==> config.mk <==
export PLATFORM = sky130hd
export DESIGN_NAME = arfd_dp
export DESIGN_NICKNAME = d
export VERILOG_FILES = /design/src/rtl/arfd_pkg.sv /design/src/rtl/arfd_div.sv /design/src/rtl/arfd_dp.sv
export VERILOG_INCLUDE_DIRS = /design/src /design/src/rtl
export SDC_FILE = /design/constraint.sdc
export NUM_CORES = 2
export LEC_CHECK = 0
export CORE_ASPECT_RATIO = 1.4
export CORE_MARGIN = 10
export CORE_UTILIZATION = 50
export CTS_BUF_LIST = sky130_fd_sc_hd__clkbuf_8 sky130_fd_sc_hd__clkbuf_16
export DETAILED_ROUTE_END_ITERATION = 16
export DONT_BUFFER_PORTS = 1
export SETUP_SLACK_MARGIN = 0.05
export SLEW_MARGIN = 20
export SYNTH_ARGS = -nofsm -noshare
export SYNTH_HDL_FRONTEND = slang
export SYNTH_SLANG_ARGS = --single-unit
==> constraint.sdc <==
create_clock -name clk -period 13.15 [get_ports clk]
set_input_delay 2.63 -clock clk [delete_from_list [all_inputs] [get_ports clk]]
set_output_delay 2.63 -clock clk [all_outputs]
set_load 0.05 [all_outputs]
==> src/rtl/angle_rangefinder_distance_height_defines.svh <==
// Assertion macros used by the rangefinder divider RTL
`ifndef ANGLE_RANGEFINDER_DISTANCE_HEIGHT_DEFINES_SVH
`define ANGLE_RANGEFINDER_DISTANCE_HEIGHT_DEFINES_SVH
`ifndef ASSERT_OFF
`define ASSERT_IMPL(lbl, clk, rst_n, a, c) \
  lbl: assert property (@(posedge clk) disable iff (!rst_n) (a) |-> (c)) \
    else $error("implication failed");
`define ASSERT_NEXT(lbl, clk, rst_n, a, c) \
  lbl: assert property (@(posedge clk) disable iff (!rst_n) (a) |=> (c)) \
    else $error("next-cycle check failed");
`else
`define ASSERT_IMPL(lbl, clk, rst_n, a, c)
`define ASSERT_NEXT(lbl, clk, rst_n, a, c)
`endif
`endif

==> src/rtl/arfd_pkg.sv <==
// Types and constants of the angle rangefinder
package arfd_pkg;
  localparam int TERMS = 13;
  localparam int NUM_W = 62;
  localparam int DEN_W = 35;
  localparam logic [5:0] DIV_STEPS = 6'd62;
  localparam logic [5:0] MUL_STEPS = 6'd48;
  localparam logic [22:0] HGT_RST = 23'd98304;
  localparam logic [47:0] OUT_MAX = 48'hFFFF_FFFF_FFFF;

  typedef struct packed {
    logic [30:0] alpha;
    logic [30:0] beta;
  } in_t;

  typedef struct packed {
    logic [47:0] distance;
    logic [47:0] object_height;
    logic        saturated;
  } out_t;

  typedef struct packed {
    logic load;
    logic sel_beta;
    logic sq;
    logic cf_go;
    logic cf_upd;
    logic alpha_go;
    logic dist_upd;
    logic h_c;
    logic tb_go;
    logic tb_upd;
    logic mul_step;
    logic h_fin;
    logic out_load;
  } cmd_t;

  typedef struct packed {
    logic div_done;
    logic k_last;
    logic alpha_zero;
    logic alpha_dist;
    logic beta_zero;
    logic mul_last;
    logic out_free;
  } sts_t;
endpackage

==> src/rtl/arfd_div.sv <==
// Restoring divider, one quotient bit per cycle
`include "angle_rangefinder_distance_height_defines.svh"
module arfd_div (
  input  logic                       clk,
  input  logic                       rst_n,
  input  logic                       start,
  input  logic [arfd_pkg::NUM_W-1:0] num,
  input  logic [arfd_pkg::DEN_W-1:0] den,
  output logic                       done,
  output logic [arfd_pkg::NUM_W-1:0] quo
);
  import arfd_pkg::*;

  logic             run_r, done_r;
  logic [5:0]       cnt_r;
  logic [DEN_W-1:0] rem_r, den_r;
  logic [NUM_W-1:0] num_r;
  logic [DEN_W:0]   trial;
  logic [DEN_W+1:0] diff;
  logic             ge;

  // Trial subtraction of the shifted remainder
  assign trial = {rem_r, num_r[NUM_W-1]};
  assign diff  = {1'b0, trial} - {2'b00, den_r};
  assign ge    = ~diff[DEN_W+1];

  // Step control
  always_ff @(posedge clk) begin
    if (!rst_n) begin
      run_r  <= 1'b0;
      done_r <= 1'b0;
      cnt_r  <= '0;
    end else begin
      done_r <= run_r && (cnt_r == 6'd1);
      if (start) begin
        run_r <= 1'b1;
        cnt_r <= DIV_STEPS;
      end else if (run_r) begin
        cnt_r <= cnt_r - 6'd1;
        if (cnt_r == 6'd1) run_r <= 1'b0;
      end
    end
  end

  // Shift the numerator out and the quotient in
  always_ff @(posedge clk) begin
    if (start) begin
      num_r <= num;
      rem_r <= '0;
      den_r <= den;
    end else if (run_r) begin
      rem_r <= ge ? diff[DEN_W-1:0] : trial[DEN_W-1:0];
      num_r <= {num_r[NUM_W-2:0], ge};
    end
  end

  assign done = done_r;
  assign quo  = num_r;

  `ASSERT_IMPL(a_start_idle, clk, rst_n, start, !run_r)
  `ASSERT_NEXT(a_done_pulse, clk, rst_n, done_r, !done_r)
  `ASSERT_NEXT(a_done_after_last, clk, rst_n, run_r && (cnt_r == 6'd1) && !start, done_r)
endmodule

==> src/rtl/arfd_dp.sv <==
// Datapath: angles, continued fraction terms, distance, height, output register
module arfd_dp (
  input  logic            clk,
  input  logic            rst_n,
  input  arfd_pkg::cmd_t  cmd,
  output arfd_pkg::sts_t  sts,
  input  arfd_pkg::in_t   in_data,
  input  logic            cfg_wr_en,
  input  logic [22:0]     cfg_wr_data,
  output logic            out_valid,
  input  logic            out_stall,
  output arfd_pkg::out_t  out_data
);
  import arfd_pkg::*;

  logic [22:0]      hgt_r;
  logic [30:0]      alpha_r, beta_r, x;
  logic [31:0]      xsq_r, q_r;
  logic [3:0]       k_r;
  logic [47:0]      dist_r, mq_r, h_r;
  logic             sat_r;
  logic [60:0]      tb_r;
  logic [108:0]     acc_r;
  logic [5:0]       mcnt_r;
  logic             out_valid_r;
  out_t             out_r;
  logic [61:0]      xx;
  logic [4:0]       kodd;
  logic signed [36:0] cfden_s;
  logic [DEN_W-1:0] cfden;
  logic signed [33:0] d_s;
  logic [32:0]      mag;
  logic [53:0]      cd;
  logic             div_start, div_done;
  logic [NUM_W-1:0] div_num, div_quo;
  logic [DEN_W-1:0] div_den;
  logic [78:0]      term;
  logic             tsat;
  logic [48:0]      hpos;

  // Configuration register
  always_ff @(posedge clk) begin
    if (!rst_n) hgt_r <= HGT_RST;
    else if (cfg_wr_en) hgt_r <= cfg_wr_data;
  end

  // Continued fraction arithmetic
  assign x       = cmd.sel_beta ? beta_r : alpha_r;
  assign xx      = x * x;
  assign kodd    = {k_r, 1'b0} - 5'd1;
  assign cfden_s = $signed({2'b00, kodd, 30'd0}) - $signed({5'd0, q_r});
  assign cfden   = (cfden_s < $signed(37'h0_4000_0000)) ? 35'h0_4000_0000 : cfden_s[34:0];
  assign d_s     = $signed({4'b0001, 30'd0}) - $signed({2'b00, q_r});
  assign mag     = d_s[33] ? 33'(-d_s) : ((d_s == 34'sd0) ? 33'd1 : d_s[32:0]);
  assign cd      = hgt_r * d_s[30:0];

  // Divider request mux
  assign div_start = cmd.cf_go | (cmd.alpha_go & sts.alpha_dist) | cmd.tb_go;
  always_comb begin
    div_num = {xsq_r, 30'd0};
    div_den = cfden;
    if (cmd.alpha_go) begin
      div_num = {8'd0, cd};
      div_den = {4'd0, alpha_r};
    end else if (cmd.tb_go) begin
      div_num = {1'b0, beta_r, 30'd0};
      div_den = {2'b00, mag};
    end
  end

  arfd_div u_div (
    .clk   (clk),
    .rst_n (rst_n),
    .start (div_start),
    .num   (div_num),
    .den   (div_den),
    .done  (div_done),
    .quo   (div_quo)
  );

  // Height from the scaled product
  assign term = acc_r[108:30];
  assign tsat = |term[78:48];
  assign hpos = {1'b0, term[47:0]} + {26'd0, hgt_r};

  // Working registers
  always_ff @(posedge clk) begin
    if (cmd.load) begin
      alpha_r <= in_data.alpha;
      beta_r  <= in_data.beta;
      sat_r   <= 1'b0;
    end
    if (cmd.sq) begin
      xsq_r <= xx[61:30];
      q_r   <= '0;
      k_r   <= 4'(TERMS);
    end
    if (cmd.cf_upd) begin
      q_r <= div_quo[31:0];
      k_r <= k_r - 4'd1;
    end
    if (cmd.alpha_go) begin
      if (sts.alpha_zero) begin
        dist_r <= OUT_MAX;
        sat_r  <= 1'b1;
      end else if (!sts.alpha_dist) begin
        dist_r <= '0;
      end
    end
    if (cmd.dist_upd) begin
      if (|div_quo[61:48]) begin
        dist_r <= OUT_MAX;
        sat_r  <= 1'b1;
      end else begin
        dist_r <= div_quo[47:0];
      end
    end
    if (cmd.h_c) h_r <= {25'd0, hgt_r};
    if (cmd.tb_upd) begin
      tb_r   <= div_quo[60:0];
      acc_r  <= '0;
      mq_r   <= dist_r;
      mcnt_r <= MUL_STEPS;
    end
    if (cmd.mul_step) begin
      acc_r  <= {acc_r[107:0], 1'b0} + (mq_r[47] ? {48'd0, tb_r} : 109'd0);
      mq_r   <= {mq_r[46:0], 1'b0};
      mcnt_r <= mcnt_r - 6'd1;
    end
    if (cmd.h_fin) begin
      if (d_s[33]) begin
        h_r <= (tsat || term[47:0] >= {25'd0, hgt_r}) ? 48'd0
             : ({25'd0, hgt_r} - term[47:0]);
      end else if (tsat || hpos[48]) begin
        h_r   <= OUT_MAX;
        sat_r <= 1'b1;
      end else begin
        h_r <= hpos[47:0];
      end
    end
  end

  // Output register: drop on take, load when free
  always_ff @(posedge clk) begin
    if (!rst_n) out_valid_r <= 1'b0;
    else if (cmd.out_load) out_valid_r <= 1'b1;
    else if (!out_stall) out_valid_r <= 1'b0;
  end

  always_ff @(posedge clk) begin
    if (cmd.out_load) begin
      out_r.distance      <= dist_r;
      out_r.object_height <= h_r;
      out_r.saturated     <= sat_r;
    end
  end

  assign out_valid = out_valid_r;
  assign out_data  = out_r;

  // Status to the controller
  assign sts.div_done   = div_done;
  assign sts.k_last     = (k_r == 4'd2);
  assign sts.alpha_zero = (alpha_r == 31'd0);
  assign sts.alpha_dist = (alpha_r != 31'd0) && !d_s[33] && (d_s != 34'sd0);
  assign sts.beta_zero  = (beta_r == 31'd0);
  assign sts.mul_last   = (mcnt_r == 6'd1);
  assign sts.out_free   = !out_valid_r || !out_stall;
endmodule

==> flow_summary.toml <==
[place]
place_ws_ns = 1.26
place.gp.congestion = 1.00
hpwl_um = 229000
io_buffers = 0
dpl_cell_area_sq_mm = 0.0901

[routing]
post-route-drc-count = 0
antenna_left = 0
via_per_inst = 5.77
wl_per_cell_um = 25.8
first_iter_violations = 4762
firstDrtPassIters = 8
drt_wl_total_um = 288000
num_vias = 64500

[cells_and_area]
finish.utilization = 0.533
final_area_sq_mm = 0.0928
drive_above_1_share = 0.0414
area_delta_synth_final_pct = 5.83
fill_cells = 15800
nets = 10900

[synthesis]
ys_types = 89
ys_warn_count = 0
syn_nets = 11100
ys_seq_area_frac = 0.236
synth.largest_area_cell = "fa_1"
synthFlopType = "edfxtp_1"
synth_enable_flop_cells = 643
netlist.area_leader.share = 0.312
synth-seq-cells = 712
synthesis.area_sq_mm = 0.0877
synth_area_leaders = "fa_1 (31%), edfxtp_1 (22%), ha_1 (8.3%)"
synthArstFlopShare = 0
syn_inst = 9063
avgSynthCellArea_sq_um = 9.67

[clocking]
cts_max_path_buffers = 3
hold_buffers = 0
clock-sinks = 712
cts_inserted_buffers = 77
clkSlewWorstSetupHoldPaths_ns = 0.06
cts_tree = "yes"
post_cts_resized = 0
cts_setup_buffers = 0
clk_latency_ns = 0.73
cts_root_buf = "clkbuf_16"
cts.htree.levels = 3

[floorplanning]
num_rows = 181
die_w_um = 374
die_y_um = 515
coreArea_sq_mm = 0.174
die_area_sq_mm = 0.193
io_pins = 207
start_util = 0.503

[critical_path]
path_class = "in2reg"
worst_setup_path_end_kind = "register"
worst_path_largest_cell_delay_ns = 0.76
critPathSlowestCell = "mux2_2"
cp_common_cell = "fa_1"
cp_data_required_time_ns = 13.55
start_kind = "primary input"
crit_arrival_ns = 11.84
cp_max_fo = 38

[outcome]
status = "complete, no violations"

[grt]
grt_max_degree = 170
grt_usage = 0.299
grt_pass1_wl_um = 432000
antenna_found_initial = 6
grt_pass1_vias = 69200
gr-total-overflow = 0

[sta]
finClkSkew_ns = 0.0804
hold_viol_final = 0
max-slew-margin-rel = 0.173
slew_viol_final = 0
min_period_over_period = 0.870
setup_viol = 0
worstMarginPinSlew_ns = 1.21
fmaxAchievable_mhz = 87.4
setup_tns_ns = 0
rsz0062_at_grt = "no"
fin_ws_ns = 1.71
period_needed_ns = 11.44

[flow_run]
maxCapViolCount = 0

[min_path]
hold_path.class = "reg2reg"
==> area by class of cell <==
cell class,instances,area (sq um),share of cell area
Timing Repair Buffer,133,1010,0.0109
Multi-Input combinational cell,6182,59100,0.637
Clock inverter,64,691,0.00745
Antenna cell,4,10.0,0.000108
Tap cell,2287,2860,0.0308
Clock buffer,78,1940,0.0209
Inverter,1723,6470,0.0697
Sequential cell,712,20700,0.223
==> state kept, by name, summed over array words and instances, names as in the netlist <==
register     count
hgt_r           23
alpha_r         31
out_valid        1
u_div.cnt_r      6
beta_r          31
tb_r            61
dist_r          48
u_div.done       1
u_div.run_r      1
xsq_r           32
q_r             32
out_data        97
u_div.quo       62
mq_r            48
u_div.rem_r     35
mcnt_r           6
u_div.den_r     35
sat_r            1
k_r              4
h_r             48
acc_r          109
==> synthesized netlist by cell type, types with 9 or more instances <==
cell type	number
a2111oi_0	10
a211oi_1	46
a21boi_0	31
a21o_1	137
a21oi_1	328
a221o_1	13
a22o_1	52
a22oi_1	26
a31o_2	10
a31oi_1	66
and2_1	427
and3_1	93
and4_1	14
buf_1	25
buf_2	11
clkbuf_1	402
dfxtp_1	69
edfxtp_1	643
fa_1	1365
ha_1	581
inv_1	1716
mux2_2	25
mux2i_1	80
nand2_1	1004
nand2b_1	41
nand3_1	90
nand3b_1	11
nand4_1	70
nor2_1	489
nor2b_1	74
nor3_1	90
nor3b_1	15
nor4_1	56
nor4b_1	9
o211ai_1	14
o21a_1	81
o21ai_0	255
o21bai_1	43
o31a_1	10
o31ai_1	52
or2_2	11
or3_1	35
or4_1	14
xnor2_1	163
xor2_1	126
==> worst max-delay path, delay by kind of cell <==
kind                     cells  cell delay, ns
AO/OA/AOI/OAI                5            1.92
XOR/XNOR                     1            0.11
adder cells (fa/ha/maj)      9            4.20
buffers and inverters        7            0.87
multiplexers                 1            0.76
AND/OR/NAND/NOR              6            1.26
==> per-stage QoR <==
step / hold slack (ns) / std cells
5_1_grt: 0.421 / 11200
3_5_place_dp: 0.405 / 11000
2_1_floorplan: 0.400 / 9063
6_report: 0.414 / 11200
3_3_place_gp: 0.401 / 11000
4_1_cts: 0.418 / 11200
==> placed cells by master (no fill, tap or decap), drive strengths merged, types with 90 or more instances in the layout <==
cell    netlist  routed
xor2        126     126
and3         93      93
a21oi       328     328
o21ai       263     263
inv        1718    1732
edfxtp      643     643
ha          581     581
nand3        90      90
fa         1365    1365
nor3         90      90
nand2      1004    1004
buf          44     133
and2        429     429
a21o        137     137
nor2        489     489
xnor2       163     163
==> worst paths after layout <==
path | from | end | slack [ns] | cells after the start
setup / recovery | cmd[11] | xsq_r[22] | 1.71 | 29
hold / removal | h_r[14] | out_data[15] | 0.41 | 0
setup reg to reg | q_r[0] | u_div.quo[47] | 2.21 | 32
hold reg to reg | h_r[14] | out_data[15] | 0.41 | 0
==> cell families (layout without fill, tap and decap cells) <==
family / after synthesis / after routing / share of synthesized area
xor gates and xnor gates: 289 / 289 / 0.0289
buffers and inverters: 2169 / 1998 / 0.0935
and+or+nand+nor: 2562 / 2562 / 0.140
other: 0 / 4 / 0
AOI/OAI and AO/OA: 1280 / 1280 / 0.0950
DFF: 712 / 712 / 0.236
adders and majority gates: 1946 / 1946 / 0.395
muxes: 105 / 105 / 0.0123
==> metal layers <==
metal  track usage  part of all wire
met2         0.535              0.51
met1         0.327              0.35
met5             0           0.00018
met3        0.0509             0.062
met4         0.190             0.077
Power is not shown: default switching activity piles up to over one toggle a cycle in this logic, so the estimate is an artifact.
