===== config.mk =====
export PLATFORM = sky130hd
export DESIGN_NAME = arfd_ctrl
export DESIGN_NICKNAME = d
export VERILOG_FILES = /design/src/rtl/angle_rangefinder_distance_height_defines.svh /design/src/rtl/arfd_pkg.sv /design/src/rtl/arfd_ctrl.sv
export SDC_FILE = /design/constraint.sdc
export NUM_CORES = 1
export LEC_CHECK = 0
export BUFFER_PORTS_ARGS = -buffer_cell sky130_fd_sc_hd__buf_2
export CORE_MARGIN = 4
export CORE_UTILIZATION = 39
export DETAILED_ROUTE_END_ITERATION = 12
export GPL_ROUTABILITY_DRIVEN = 0
export PLACE_DENSITY_LB_ADDON = 0.08
export SYNTH_ARGS = -nofsm -noshare
export SYNTH_HDL_FRONTEND = slang
export SYNTH_SLANG_ARGS = --single-unit

===== constraint.sdc =====
create_clock -name clk -period 2.3 [get_ports clk]
set_input_delay 0.345 -clock clk [delete_from_list [all_inputs] [get_ports clk]]
set_output_delay 0.345 -clock clk [all_outputs]
set_load 0.02 [all_outputs]

===== src/rtl/angle_rangefinder_distance_height_defines.svh =====
// Assertion macros used by the rangefinder divider RTL
`ifndef ANGLE_RANGEFINDER_DISTANCE_HEIGHT_DEFINES_SVH
`define ANGLE_RANGEFINDER_DISTANCE_HEIGHT_DEFINES_SVH
`ifndef ASSERT_OFF
`define ASSERT_IMPL(lbl, clk, rst_n, a, c) \
  lbl: assert property (@(posedge clk) disable iff (!rst_n) (a) |-> (c)) \
    else $error("implication failed");
`define ASSERT_NEXT(lbl, clk, rst_n, a, c) \
  lbl: assert property (@(posedge clk) disable iff (!rst_n) (a) |=> (c)) \
    else $error("next-cycle check failed");
`else
`define ASSERT_IMPL(lbl, clk, rst_n, a, c)
`define ASSERT_NEXT(lbl, clk, rst_n, a, c)
`endif
`endif


===== src/rtl/arfd_pkg.sv =====
// Types and constants of the angle rangefinder
package arfd_pkg;
  localparam int TERMS = 13;
  localparam int NUM_W = 62;
  localparam int DEN_W = 35;
  localparam logic [5:0] DIV_STEPS = 6'd62;
  localparam logic [5:0] MUL_STEPS = 6'd48;
  localparam logic [22:0] HGT_RST = 23'd98304;
  localparam logic [47:0] OUT_MAX = 48'hFFFF_FFFF_FFFF;

  typedef struct packed {
    logic [30:0] alpha;
    logic [30:0] beta;
  } in_t;

  typedef struct packed {
    logic [47:0] distance;
    logic [47:0] object_height;
    logic        saturated;
  } out_t;

  typedef struct packed {
    logic load;
    logic sel_beta;
    logic sq;
    logic cf_go;
    logic cf_upd;
    logic alpha_go;
    logic dist_upd;
    logic h_c;
    logic tb_go;
    logic tb_upd;
    logic mul_step;
    logic h_fin;
    logic out_load;
  } cmd_t;

  typedef struct packed {
    logic div_done;
    logic k_last;
    logic alpha_zero;
    logic alpha_dist;
    logic beta_zero;
    logic mul_last;
    logic out_free;
  } sts_t;
endpackage


===== src/rtl/arfd_ctrl.sv =====
// Controller: sequences the continued fractions, divisions and product
module arfd_ctrl (
  input  logic           clk,
  input  logic           rst_n,
  input  logic           in_valid,
  output logic           in_stall,
  input  arfd_pkg::sts_t sts,
  output arfd_pkg::cmd_t cmd
);
  import arfd_pkg::*;

  typedef enum logic [11:0] {
    S_IDLE = 12'b0000_0000_0001,
    S_SQ   = 12'b0000_0000_0010,
    S_CFGO = 12'b0000_0000_0100,
    S_CFWT = 12'b0000_0000_1000,
    S_ALPH = 12'b0000_0001_0000,
    S_DWT  = 12'b0000_0010_0000,
    S_BCHK = 12'b0000_0100_0000,
    S_TBGO = 12'b0000_1000_0000,
    S_TBWT = 12'b0001_0000_0000,
    S_MUL  = 12'b0010_0000_0000,
    S_HFIN = 12'b0100_0000_0000,
    S_OUT  = 12'b1000_0000_0000
  } state_t;

  state_t state_r, state_nxt;
  logic   beta_r, beta_nxt;

  always_ff @(posedge clk) begin
    if (!rst_n) begin
      state_r <= S_IDLE;
      beta_r  <= 1'b0;
    end else begin
      state_r <= state_nxt;
      beta_r  <= beta_nxt;
    end
  end

  // Next state and commands
  always_comb begin
    state_nxt    = state_r;
    beta_nxt     = beta_r;
    cmd          = '0;
    cmd.sel_beta = beta_r;
    case (state_r)
      S_IDLE: begin
        if (in_valid) begin
          cmd.load  = 1'b1;
          beta_nxt  = 1'b0;
          state_nxt = S_SQ;
        end
      end
      S_SQ: begin
        cmd.sq = 1'b1;
        if (TERMS < 2) state_nxt = beta_r ? S_TBGO : S_ALPH;
        else state_nxt = S_CFGO;
      end
      S_CFGO: begin
        cmd.cf_go = 1'b1;
        state_nxt = S_CFWT;
      end
      S_CFWT: begin
        if (sts.div_done) begin
          cmd.cf_upd = 1'b1;
          if (sts.k_last) state_nxt = beta_r ? S_TBGO : S_ALPH;
          else state_nxt = S_CFGO;
        end
      end
      S_ALPH: begin
        cmd.alpha_go = 1'b1;
        state_nxt    = sts.alpha_dist ? S_DWT : S_BCHK;
      end
      S_DWT: begin
        if (sts.div_done) begin
          cmd.dist_upd = 1'b1;
          state_nxt    = S_BCHK;
        end
      end
      S_BCHK: begin
        if (sts.beta_zero) begin
          cmd.h_c   = 1'b1;
          state_nxt = S_OUT;
        end else begin
          beta_nxt  = 1'b1;
          state_nxt = S_SQ;
        end
      end
      S_TBGO: begin
        cmd.tb_go = 1'b1;
        state_nxt = S_TBWT;
      end
      S_TBWT: begin
        if (sts.div_done) begin
          cmd.tb_upd = 1'b1;
          state_nxt  = S_MUL;
        end
      end
      S_MUL: begin
        cmd.mul_step = 1'b1;
        if (sts.mul_last) state_nxt = S_HFIN;
      end
      S_HFIN: begin
        // Settle the height from the finished product
        cmd.h_fin = 1'b1;
        state_nxt = S_OUT;
      end
      S_OUT: begin
        // Height is settled on entry
        if (sts.out_free) begin
          cmd.out_load = 1'b1;
          state_nxt    = S_IDLE;
        end
      end
      default: state_nxt = S_IDLE;
    endcase
  end

  assign in_stall = (state_r != S_IDLE);
endmodule


==> impl_metrics.tcl, run 1 <==
set metrics [dict create \
    status "complete, but fails checks" \
    failed_checks "negative setup slack" \
    io_pins 24 \
    vias_per_cell 5.40 \
    grt_start_max_net_pins 11 \
    vias 886 \
    final_layout_size_suffix_gt1_share_pct 35.8 \
    gr-total-overflow 0 \
    setup_ws_ns -0.0865 \
    fin_nets 148 \
    layout.cells.most_common "buf_2" \
    ys_types 36 \
    ys_warn_count 0 \
    reg2reg_from "state_r[1]$_SDFFE_PN0P_" \
    synthFlopType "dfxtp_1" \
    clk_latency_ns 0.28 \
    cp_max_fo 5 \
    pwr-share-comb_pct 30.1 \
    syn_nets 116 \
    internal_power_uw 379 \
    core_region_area_um2 1980 \
    power_per_cell_area_nw_per_um2 519 \
    postSynthAreaPerCell_um2 7.77 \
    end_kind "primary output" \
    p_clk_share_pct 26.0 \
    grt_pass1_wl_um 3370 \
    syn_area_um2 823 \
    p_leak_nw 0.478 \
    wl_per_cell_um 12.9 \
    cap_violations 0 \
    critical_path_class "flop to primary output" \
    synth_edf_count 0 \
    grtUsageTotal_pct 16.6 \
    hold_viol_final 0 \
    peakVddDrop_mv 0.369 \
    critPathMaxStageDelay_ns 0.56 \
    yosysSeqAreaShare_pct 31.6 \
    place_hpwl_um 1640 \
    worstMarginPinSlew_ns 0.352 \
    crit_path_start "state_r[5]$_SDFFE_PN0P_" \
    period_minus_slack_ns 2.39 \
    die_w_um 53.9 \
    place_ws_ns 0.0861 \
    pwr-share-seq_pct 43.9 \
    cts_made_buffers 3 \
    layout_common_cells "buf_2, nor2_1, dfxtp_1, buf_4, nand2_1" \
    crit_chain "or4_4, or3_4, nor3_4, and4b_1, buf_6" \
    setup_viol 2 \
    cts_sinks 13 \
    die_area_um2 2910 \
    fin_setup_tns_ns -0.0988 \
    area_growth_pct 32.5 \
    p_sw_uw 187 \
    rows 16 \
    htreeDepth 1 \
    ys_ff_latch 13 \
    finalInstanceArea_um2 1090 \
    clkTransAtPathRegs_ns 0.08 \
    drt_wl_total_um 2120 \
    cts_tree "yes" \
    hp-start "sts[3]" \
    clock-root-buffer "clkbuf_4" \
    slew_headroom_pct 76.3 \
    swShare_pct 33.1 \
    drcViolationCount 0 \
    startpoint_type "flop" \
    cp.arrival_ns 2.04 \
    grt_antenna_before_repair 0 \
    timing.final.crit_share_pct 104 \
    hp-class "input pin to flop" \
    totalPowerFinal_uw 567 \
    rsz0062_at_grt "yes" \
    fmax_ghz 0.419 \
    async_flop_share_pct 0 \
    antenna_cells 0 \
    first_pass_iters 4 \
    syn_inst 106 \
    cp.required_ns 1.96 \
    ant_nets 0 \
    cts.path.max_buffers 2 \
    grt_pass1_vias 786 \
    skew_ns 0.00604 \
    drv_slew 0 \
    die_h_um 53.9 \
    portBuffers 22 \
    drtIter0Drc 6 \
    dpl_cell_area_um2 1000 \
    slowest_stage "or4_4" \
    holdBufCountCts 0 \
    initial_core_util_pct 41.5 \
]
-- final cells by class --
class	count	area (um^2)
Fill cell	199	891
Multi-Input combinational cell	85	568
Sequential cell	13	262
Timing Repair Buffer	31	186
Tap cell	27	33.8
Clock buffer	4	26.3
Inverter	4	15.0
-- power by group through the flow --
stage               logic (mW)  registers (mW)  clock network [mW]
floorplan                0.113           0.250                   0
CTS                      0.170           0.249               0.154
finish                   0.171           0.249               0.147
global placement         0.152           0.253                   0
global route             0.188           0.251               0.164
detailed placement       0.154           0.253                   0
-- worst paths after layout --
| path | to | slack (ns) | cells past startpoint |
|---|---|---|---|
| setup / recovery | cmd[0] | -0.09 | 5 |
| hold / removal | state_r[5]$_SDFFE_PN0P_ | 0.33 | 3 |
| setup reg to reg | state_r[7]$_SDFFE_PN0P_ | 0.19 | 5 |
| hold reg to reg | state_r[7]$_SDFFE_PN0P_ | 0.53 | 1 |
-- worst max-delay path: cells and delay by family, from the launching register on --
family / cells / cell delay (ns)
AND/OR/NAND/NOR: 4 / 1.31
flip-flops: 1 / 0.32
buffers and inverters: 1 / 0.12
-- synth_stat cells (all sizes together) (3+ instances only) --
cell type  number  area, um^2
nor3            5        25.0
o2bb2ai         3        26.3
inv             4        15.0
nor2           15        56.3
or4             3        30.0
nand2           9        33.8
and2            6        40.0
dfxtp          13         260
nand2b          4        25.0
o21a            3        22.5
buf             3        22.5
o21ai           5        25.0
and3            4        25.0
nor4            5        31.3
a21oi           3        15.0
-- kinds of logic (layout without fill, tap and decap cells) --
family	after synthesis	count (layout)	synth area share [%]
compound gates	21	21	18.2
xor+xnor	2	2	2.13
buf+inv	8	39	5.01
flops	13	13	31.6
simple gates	62	62	43.0
-- per-layer routing --
| layer | vias up | share of wire, % | GRT usage, % |
|---|---|---|---|
| met2 | 20 | 47 | 27.2 |
| met4 | 0 | 2.3 | 10.2 |
| met5 | - | 0 | 0 |
| met3 | 4 | 5.7 | 4.16 |
| li1 | 447 | - | - |
| met1 | 415 | 45 | 19.2 |
-- flip-flops by register name, indices dropped and copies added (netlist names) --
signal	cells
state_r	12
beta_r	1
-- timing repair --
item | in CTS | in global routing
setup endpoints to repair | 10 | 11
pin swaps | 2 | 1
gates resized for setup | 9 | 3
gates cloned | 0 | 0
buffers inserted | 0 | 2
-- metrics by stage --
step / cells / hold WS, ns / utilization (%)
final: 164 / 0.328 / 55.1
after CTS: 162 / 0.331 / 53.9
after floorplan: 106 / 0.484 / -
after global placement: 158 / 0.511 / 50.4
after global routing: 164 / 0.317 / 55.1
after detailed placement: 158 / 0.508 / 50.4
Power figures use the tool's default switching activity.
==> run 2, diff against run 1 <==
--- a/config.mk
+++ b/config.mk
@@ -5,10 +5,10 @@
 export SDC_FILE = /design/constraint.sdc
 export NUM_CORES = 1
 export LEC_CHECK = 0
-export BUFFER_PORTS_ARGS = -buffer_cell sky130_fd_sc_hd__buf_2
 export CORE_MARGIN = 4
 export CORE_UTILIZATION = 39
 export DETAILED_ROUTE_END_ITERATION = 12
+export DONT_BUFFER_PORTS = 1
 export GPL_ROUTABILITY_DRIVEN = 0
 export PLACE_DENSITY_LB_ADDON = 0.08
 export SYNTH_ARGS = -nofsm -noshare
==> run 2 against run 1 <==
Clock power decreased by 5%. Die area unchanged. Via count down 10%. Total power fell by 3.6%. Combinational power decreased by 8%. Fmax is essentially flat. The run still ends with negative setup slack left. Critical path type unchanged. Clock-buffer cell count stayed put. Sequential share of layout area is 1.7 points higher. Global-route usage fell by 0.24 points. Critical path depth decreased by 1. Design area is 6.7% lower. Sequential power hardly changed.
==> impl_metrics.tcl, run 2 (same netlist as run 1, synthesis figures left out) <==
set metrics [dict create \
    status "complete, but fails checks" \
    failed_checks "negative setup slack" \
    ff_latch_area_um2 262 \
    p_clk_share_pct 25.6 \
    die_w_um 53.9 \
    worstMarginPinSlew_ns 0.361 \
    final_layout_size_suffix_gt1_share_pct 29.9 \
    end_kind "primary output" \
    drt_wl_total_um 2010 \
    drtIter0Drc 15 \
    grt_antenna_before_repair 0 \
    crit_chain "or4_4, or3_4, nor3_4, and4b_2" \
    timing.final.crit_share_pct 104 \
    fin_nets 128 \
    drcViolationCount 0 \
    hp-class "input pin to flop" \
    top_register "state_r" \
    cts_setup_buffers 0 \
    grt_pass1_wl_um 3360 \
    critPathMaxStageDelay_ns 0.58 \
    crit_buf_inv 0 \
    core_region_area_um2 1980 \
    n_fill_cell 200 \
    setup_viol 1 \
    peakVddDrop_mv 0.408 \
    die_area_um2 2910 \
    clock-root-buffer "clkbuf_4" \
    cp_max_fo 5 \
    cts_sinks 13 \
    rows 16 \
    internal_power_uw 370 \
    hold_viol_final 0 \
    critical_path_class "flop to primary output" \
    antenna_cells 0 \
    power_per_cell_area_nw_per_um2 537 \
    vias_per_cell 5.51 \
    cts.path.max_buffers 2 \
    dp_cells 140 \
    io_pins 24 \
    largest_reg_flops 12 \
    gr-total-overflow 0 \
    rsz0062_at_grt "yes" \
    vias 793 \
    reg.largest.list "state_r: 12 flops, beta_r: 1 flops" \
    final_util_pct 51.4 \
    cts_tree "yes" \
    cp.required_ns 1.96 \
    die_h_um 53.9 \
    layout_common_cells "nor2_1, dfxtp_1, buf_4, nand2_1, o21ai_0" \
    pwr-share-comb_pct 28.8 \
    htreeDepth 1 \
    drv_slew 0 \
    fin_hold_ws_ns 0.185 \
    slowest_stage "or4_4" \
    holdBufCountCts 0 \
    grtUsageTotal_pct 16.4 \
    totalPowerFinal_uw 547 \
    p_leak_nw 0.390 \
    wl_per_cell_um 14.0 \
    startpoint_type "flop" \
    place_hpwl_um 1580 \
    p_sw_uw 176 \
    skew_ns 0.00726 \
    grt_pass1_vias 778 \
    cp.arrival_ns 2.04 \
    stdcell_count 144 \
    slew_headroom_pct 75.9 \
    cts_made_buffers 3 \
    crit_family "simple AND/OR/NAND/NOR gates" \
    grt_start_max_net_pins 11 \
    initial_core_util_pct 41.5 \
    clkTransAtPathRegs_ns 0.07 \
    ant_nets 0 \
    fin_setup_tns_ns -0.0882 \
    setup_ws_ns -0.0882 \
    cap_violations 0 \
    multi_input_area_um2 599 \
    clk_latency_ns 0.27 \
    pwr-share-seq_pct 45.6 \
    area_growth_pct 23.7 \
    fmax_ghz 0.419 \
    first_pass_iters 4 \
    swShare_pct 32.2 \
    period_minus_slack_ns 2.39 \
    portBuffers 0 \
]
[run 2: cell types whose count changed in the layout (fill, tap and decap cells not counted), sizes merged]
cell and change:
buf -20
[run 2: worst paths after layout]
check	startpoint	to	slack [ns]	cells after the start
worst max-delay path	state_r[7]$_SDFFE_PN0P_	cmd[0]	-0.09	4
worst min-delay path	rst_n	state_r[9]$_SDFFE_PN0P_	0.18	2
worst max register to register	state_r[1]$_SDFFE_PN0P_	state_r[7]$_SDFFE_PN0P_	0.18	5
worst min register to register	state_r[6]$_SDFFE_PN0P_	state_r[6]$_SDFFE_PN0P_	0.61	2
[run 2: cell type report]
class,instances,area share [%]
multi-input cells,85,58.8
flip-flops and latches,13,25.7
repair buffers,11,8.11
well taps,27,3.32
clock buffers,4,2.58
inverters,4,1.47
[run 2: routing by layer]
layer | share of wire [%] | global-route usage (%) | vias to the layer above
met5 | 0 | 0 | -
met4 | 1.1 | 8.94 | 0
met3 | 5.6 | 4.16 | 2
met2 | 49 | 27.2 | 17
met1 | 45 | 19.0 | 361
li1 | - | - | 413
[run 2: power groups by stage]
stage / Clock, mW / Sequential [mW] / Combinational, mW
finish: 0.140 / 0.249 / 0.158
global route: 0.160 / 0.252 / 0.174
CTS: 0.150 / 0.249 / 0.148
detailed placement: 0 / 0.254 / 0.131
global placement: 0 / 0.253 / 0.130
floorplan: 0 / 0.250 / 0.113
[run 2: metrics by stage]
step	cell area (um^2)	setup slack, ns
3_5_place_dp	920	0.0896
6_report	1020	-0.0882
4_1_cts	980	-0.0426
5_1_grt	1020	-0.145
3_3_place_gp	920	0.114
2_1_floorplan	830	0.103
[run 2: what timing repair did]
action,in CTS,in global routing
setup endpoints to repair,10,12
resized for setup,9,8
pin swaps,3,4
==> run 3, diff against run 2 <==
--- a/config.mk
+++ b/config.mk
@@ -11,6 +11,7 @@
 export DONT_BUFFER_PORTS = 1
 export GPL_ROUTABILITY_DRIVEN = 0
 export PLACE_DENSITY_LB_ADDON = 0.08
+export SETUP_SLACK_MARGIN = 0.3
 export SYNTH_ARGS = -nofsm -noshare
 export SYNTH_HDL_FRONTEND = slang
 export SYNTH_SLANG_ARGS = --single-unit
==> run 3 against run 2 <==
The flow still finishes with violations (negative setup slack). Die area did not move. Sequential share of layout area fell by 3.5 points. Register-to-register slack got worse by 0.05 ns. Highest routed layer unchanged. Core utilization rose by 11 points.
==> impl_metrics.tcl, run 3 (same netlist as run 1, synthesis figures left out) <==
set metrics [dict create \
    layout_common_cells "buf_4, nor2_1, nand2_1, buf_6, dfxtp_2" \
    drt_wl_total_um 2450 \
    skew_ns 0.00884 \
    reg2reg_from "state_r[5]$_SDFFE_PN0P_" \
    rows 16 \
    drcViolationCount 0 \
    worstMarginPinSlew_ns 0.482 \
    peakVddDrop_mv 0.381 \
    critPathMaxStageDelay_ns 0.55 \
    finalInstanceArea_um2 1240 \
    clkTransAtPathRegs_ns 0.09 \
    fin_setup_tns_ns -0.0926 \
    drtIter0Drc 40 \
    status "complete, but fails checks" \
    reg.largest.list "state_r: 12 flops, beta_r: 1 flops" \
    area_growth_pct 50.6 \
    gr-total-overflow 0 \
    largest_reg_flops 12 \
    die_area_um2 2910 \
    dpl_cell_area_um2 938 \
    vias_per_cell 5.63 \
    die_w_um 53.9 \
    n_fill_cell 158 \
    layout.cells.most_common "buf_4" \
    setup_ws_ns -0.0376 \
    grt_pass1_vias 816 \
    vias 879 \
    slowest_stage "or4_4" \
    clock-root-buffer "clkbuf_4" \
    place_ws_ns 0.199 \
    cp.arrival_ns 1.99 \
    place_hpwl_um 1560 \
    drv_slew 0 \
    core_region_area_um2 1980 \
    first_pass_iters 4 \
    htreeDepth 1 \
    critical_path_class "flop to primary output" \
    grt_antenna_before_repair 0 \
    startpoint_type "flop" \
    initial_core_util_pct 41.5 \
    grt_start_max_net_pins 11 \
    multi_input_area_um2 692 \
    p_leak_nw 0.462 \
    portBuffers 0 \
    ff_latch_area_um2 275 \
    worst-r2r-cell-count 7 \
    cp_max_fo 3 \
    top_register "state_r" \
    crit_chain "or4_4, or3_4, nor3_4, and4b_2" \
    timing.rr.end "state_r[4]$_SDFFE_PN0P_" \
    period_minus_slack_ns 2.34 \
    fmax_ghz 0.428 \
    hold_viol_final 0 \
    endpoint "cmd[0]" \
    cts.path.max_buffers 2 \
    cts_made_buffers 3 \
    end_kind "primary output" \
    grtUsageTotal_pct 17.5 \
    crit_path_start "state_r[5]$_SDFFE_PN0P_" \
    grt_pass1_wl_um 3620 \
    antenna_cells 0 \
    cp.required_ns 1.96 \
    wl_per_cell_um 15.7 \
    cts_sinks 13 \
    holdBufCountCts 0 \
    cap_violations 0 \
    r2r_slack_ns 0.13 \
    hold_depth 2 \
    hp-class "input pin to flop" \
    rsz0062_at_grt "yes" \
    fin_nets 140 \
    final_layout_size_suffix_gt1_share_pct 50.4 \
    cts_tree "yes" \
    failed_checks "negative setup slack" \
    power_per_cell_area_nw_per_um2 514 \
    die_h_um 53.9 \
    ant_nets 0 \
    clk_latency_ns 0.29 \
    timing.final.crit_share_pct 102 \
    setup_viol 3 \
    io_pins 24 \
    slew_headroom_pct 67.8 \
]
run 3: cell count changes in the layout (fill, tap and decap cells not counted), moves of 2 or more:
cell	previous run	this run
buf_4	11	17
dfxtp_2	1	6
buf_6	0	6
nor3_4	1	3
and2_4	1	3
dfxtp_4	0	2
and3_1	3	0
nor2_4	0	2
dfxtp_1	12	5
and3_4	0	4
run 3: stage by stage:
step / util, % / hold WS [ns] / total power, mW / instances
2_1_floorplan: - / 0.484 / 0.378 / 106
3_3_place_gp: 47.3 / 0.457 / 0.399 / 137
3_5_place_dp: 47.3 / 0.459 / 0.399 / 137
4_1_cts: 56.6 / 0.152 / 0.604 / 149
5_1_grt: 62.6 / 0.156 / 0.666 / 156
6_report: 62.6 / 0.149 / 0.637 / 156
run 3: repair_timing:
item,4_1_cts,5_1_grt
resized for setup,29,17
setup endpoints to repair,18,21
pin swaps,9,18
buffers inserted,8,7
run 3: where the power goes:
group	total (mW)	leakage [nW]	switching [mW]	internal [mW]
clock network	0.150	0.0150	0.0822	0.0674
logic	0.237	0.338	0.118	0.119
registers	0.250	0.109	0.0163	0.234
run 3: final cells by class:
type | instances | area share [%]
Clock buffer | 4 | 2.12
Sequential cell | 13 | 22.2
Inverter | 4 | 1.41
Timing Repair Buffer | 23 | 15.7
Multi-Input combinational cell | 85 | 55.8
Tap cell | 27 | 2.72
run 3: worst min path at each step:
stage / startpoint / to / slack, ns
after global routing: rst_n / state_r[9]$_SDFFE_PN0P_ / 0.16
after global placement: rst_n / state_r[9]$_SDFFE_PN0P_ / 0.46
final: rst_n / state_r[9]$_SDFFE_PN0P_ / 0.15
after detailed placement: rst_n / state_r[9]$_SDFFE_PN0P_ / 0.46
after CTS: rst_n / state_r[9]$_SDFFE_PN0P_ / 0.15
after floorplan: beta_r$_SDFFE_PN0P_ / state_r[7]$_SDFFE_PN0P_ / 0.48
run 3: layer usage:
metal / up-vias / GRT usage (%) / wire, um
met2: 32 / 29.4 / 1160
met1: 404 / 20.3 / 1020
met4: 0 / 8.94 / 64
li1: 435 / - / -
met3: 8 / 4.43 / 206
met5: - / 0 / 0
run 3: critical path, delay by kind of cell, from the launching register on:
family           cells  cell delay (ns)
AND/OR/NAND/NOR      4             1.37
flip-flops           1             0.33
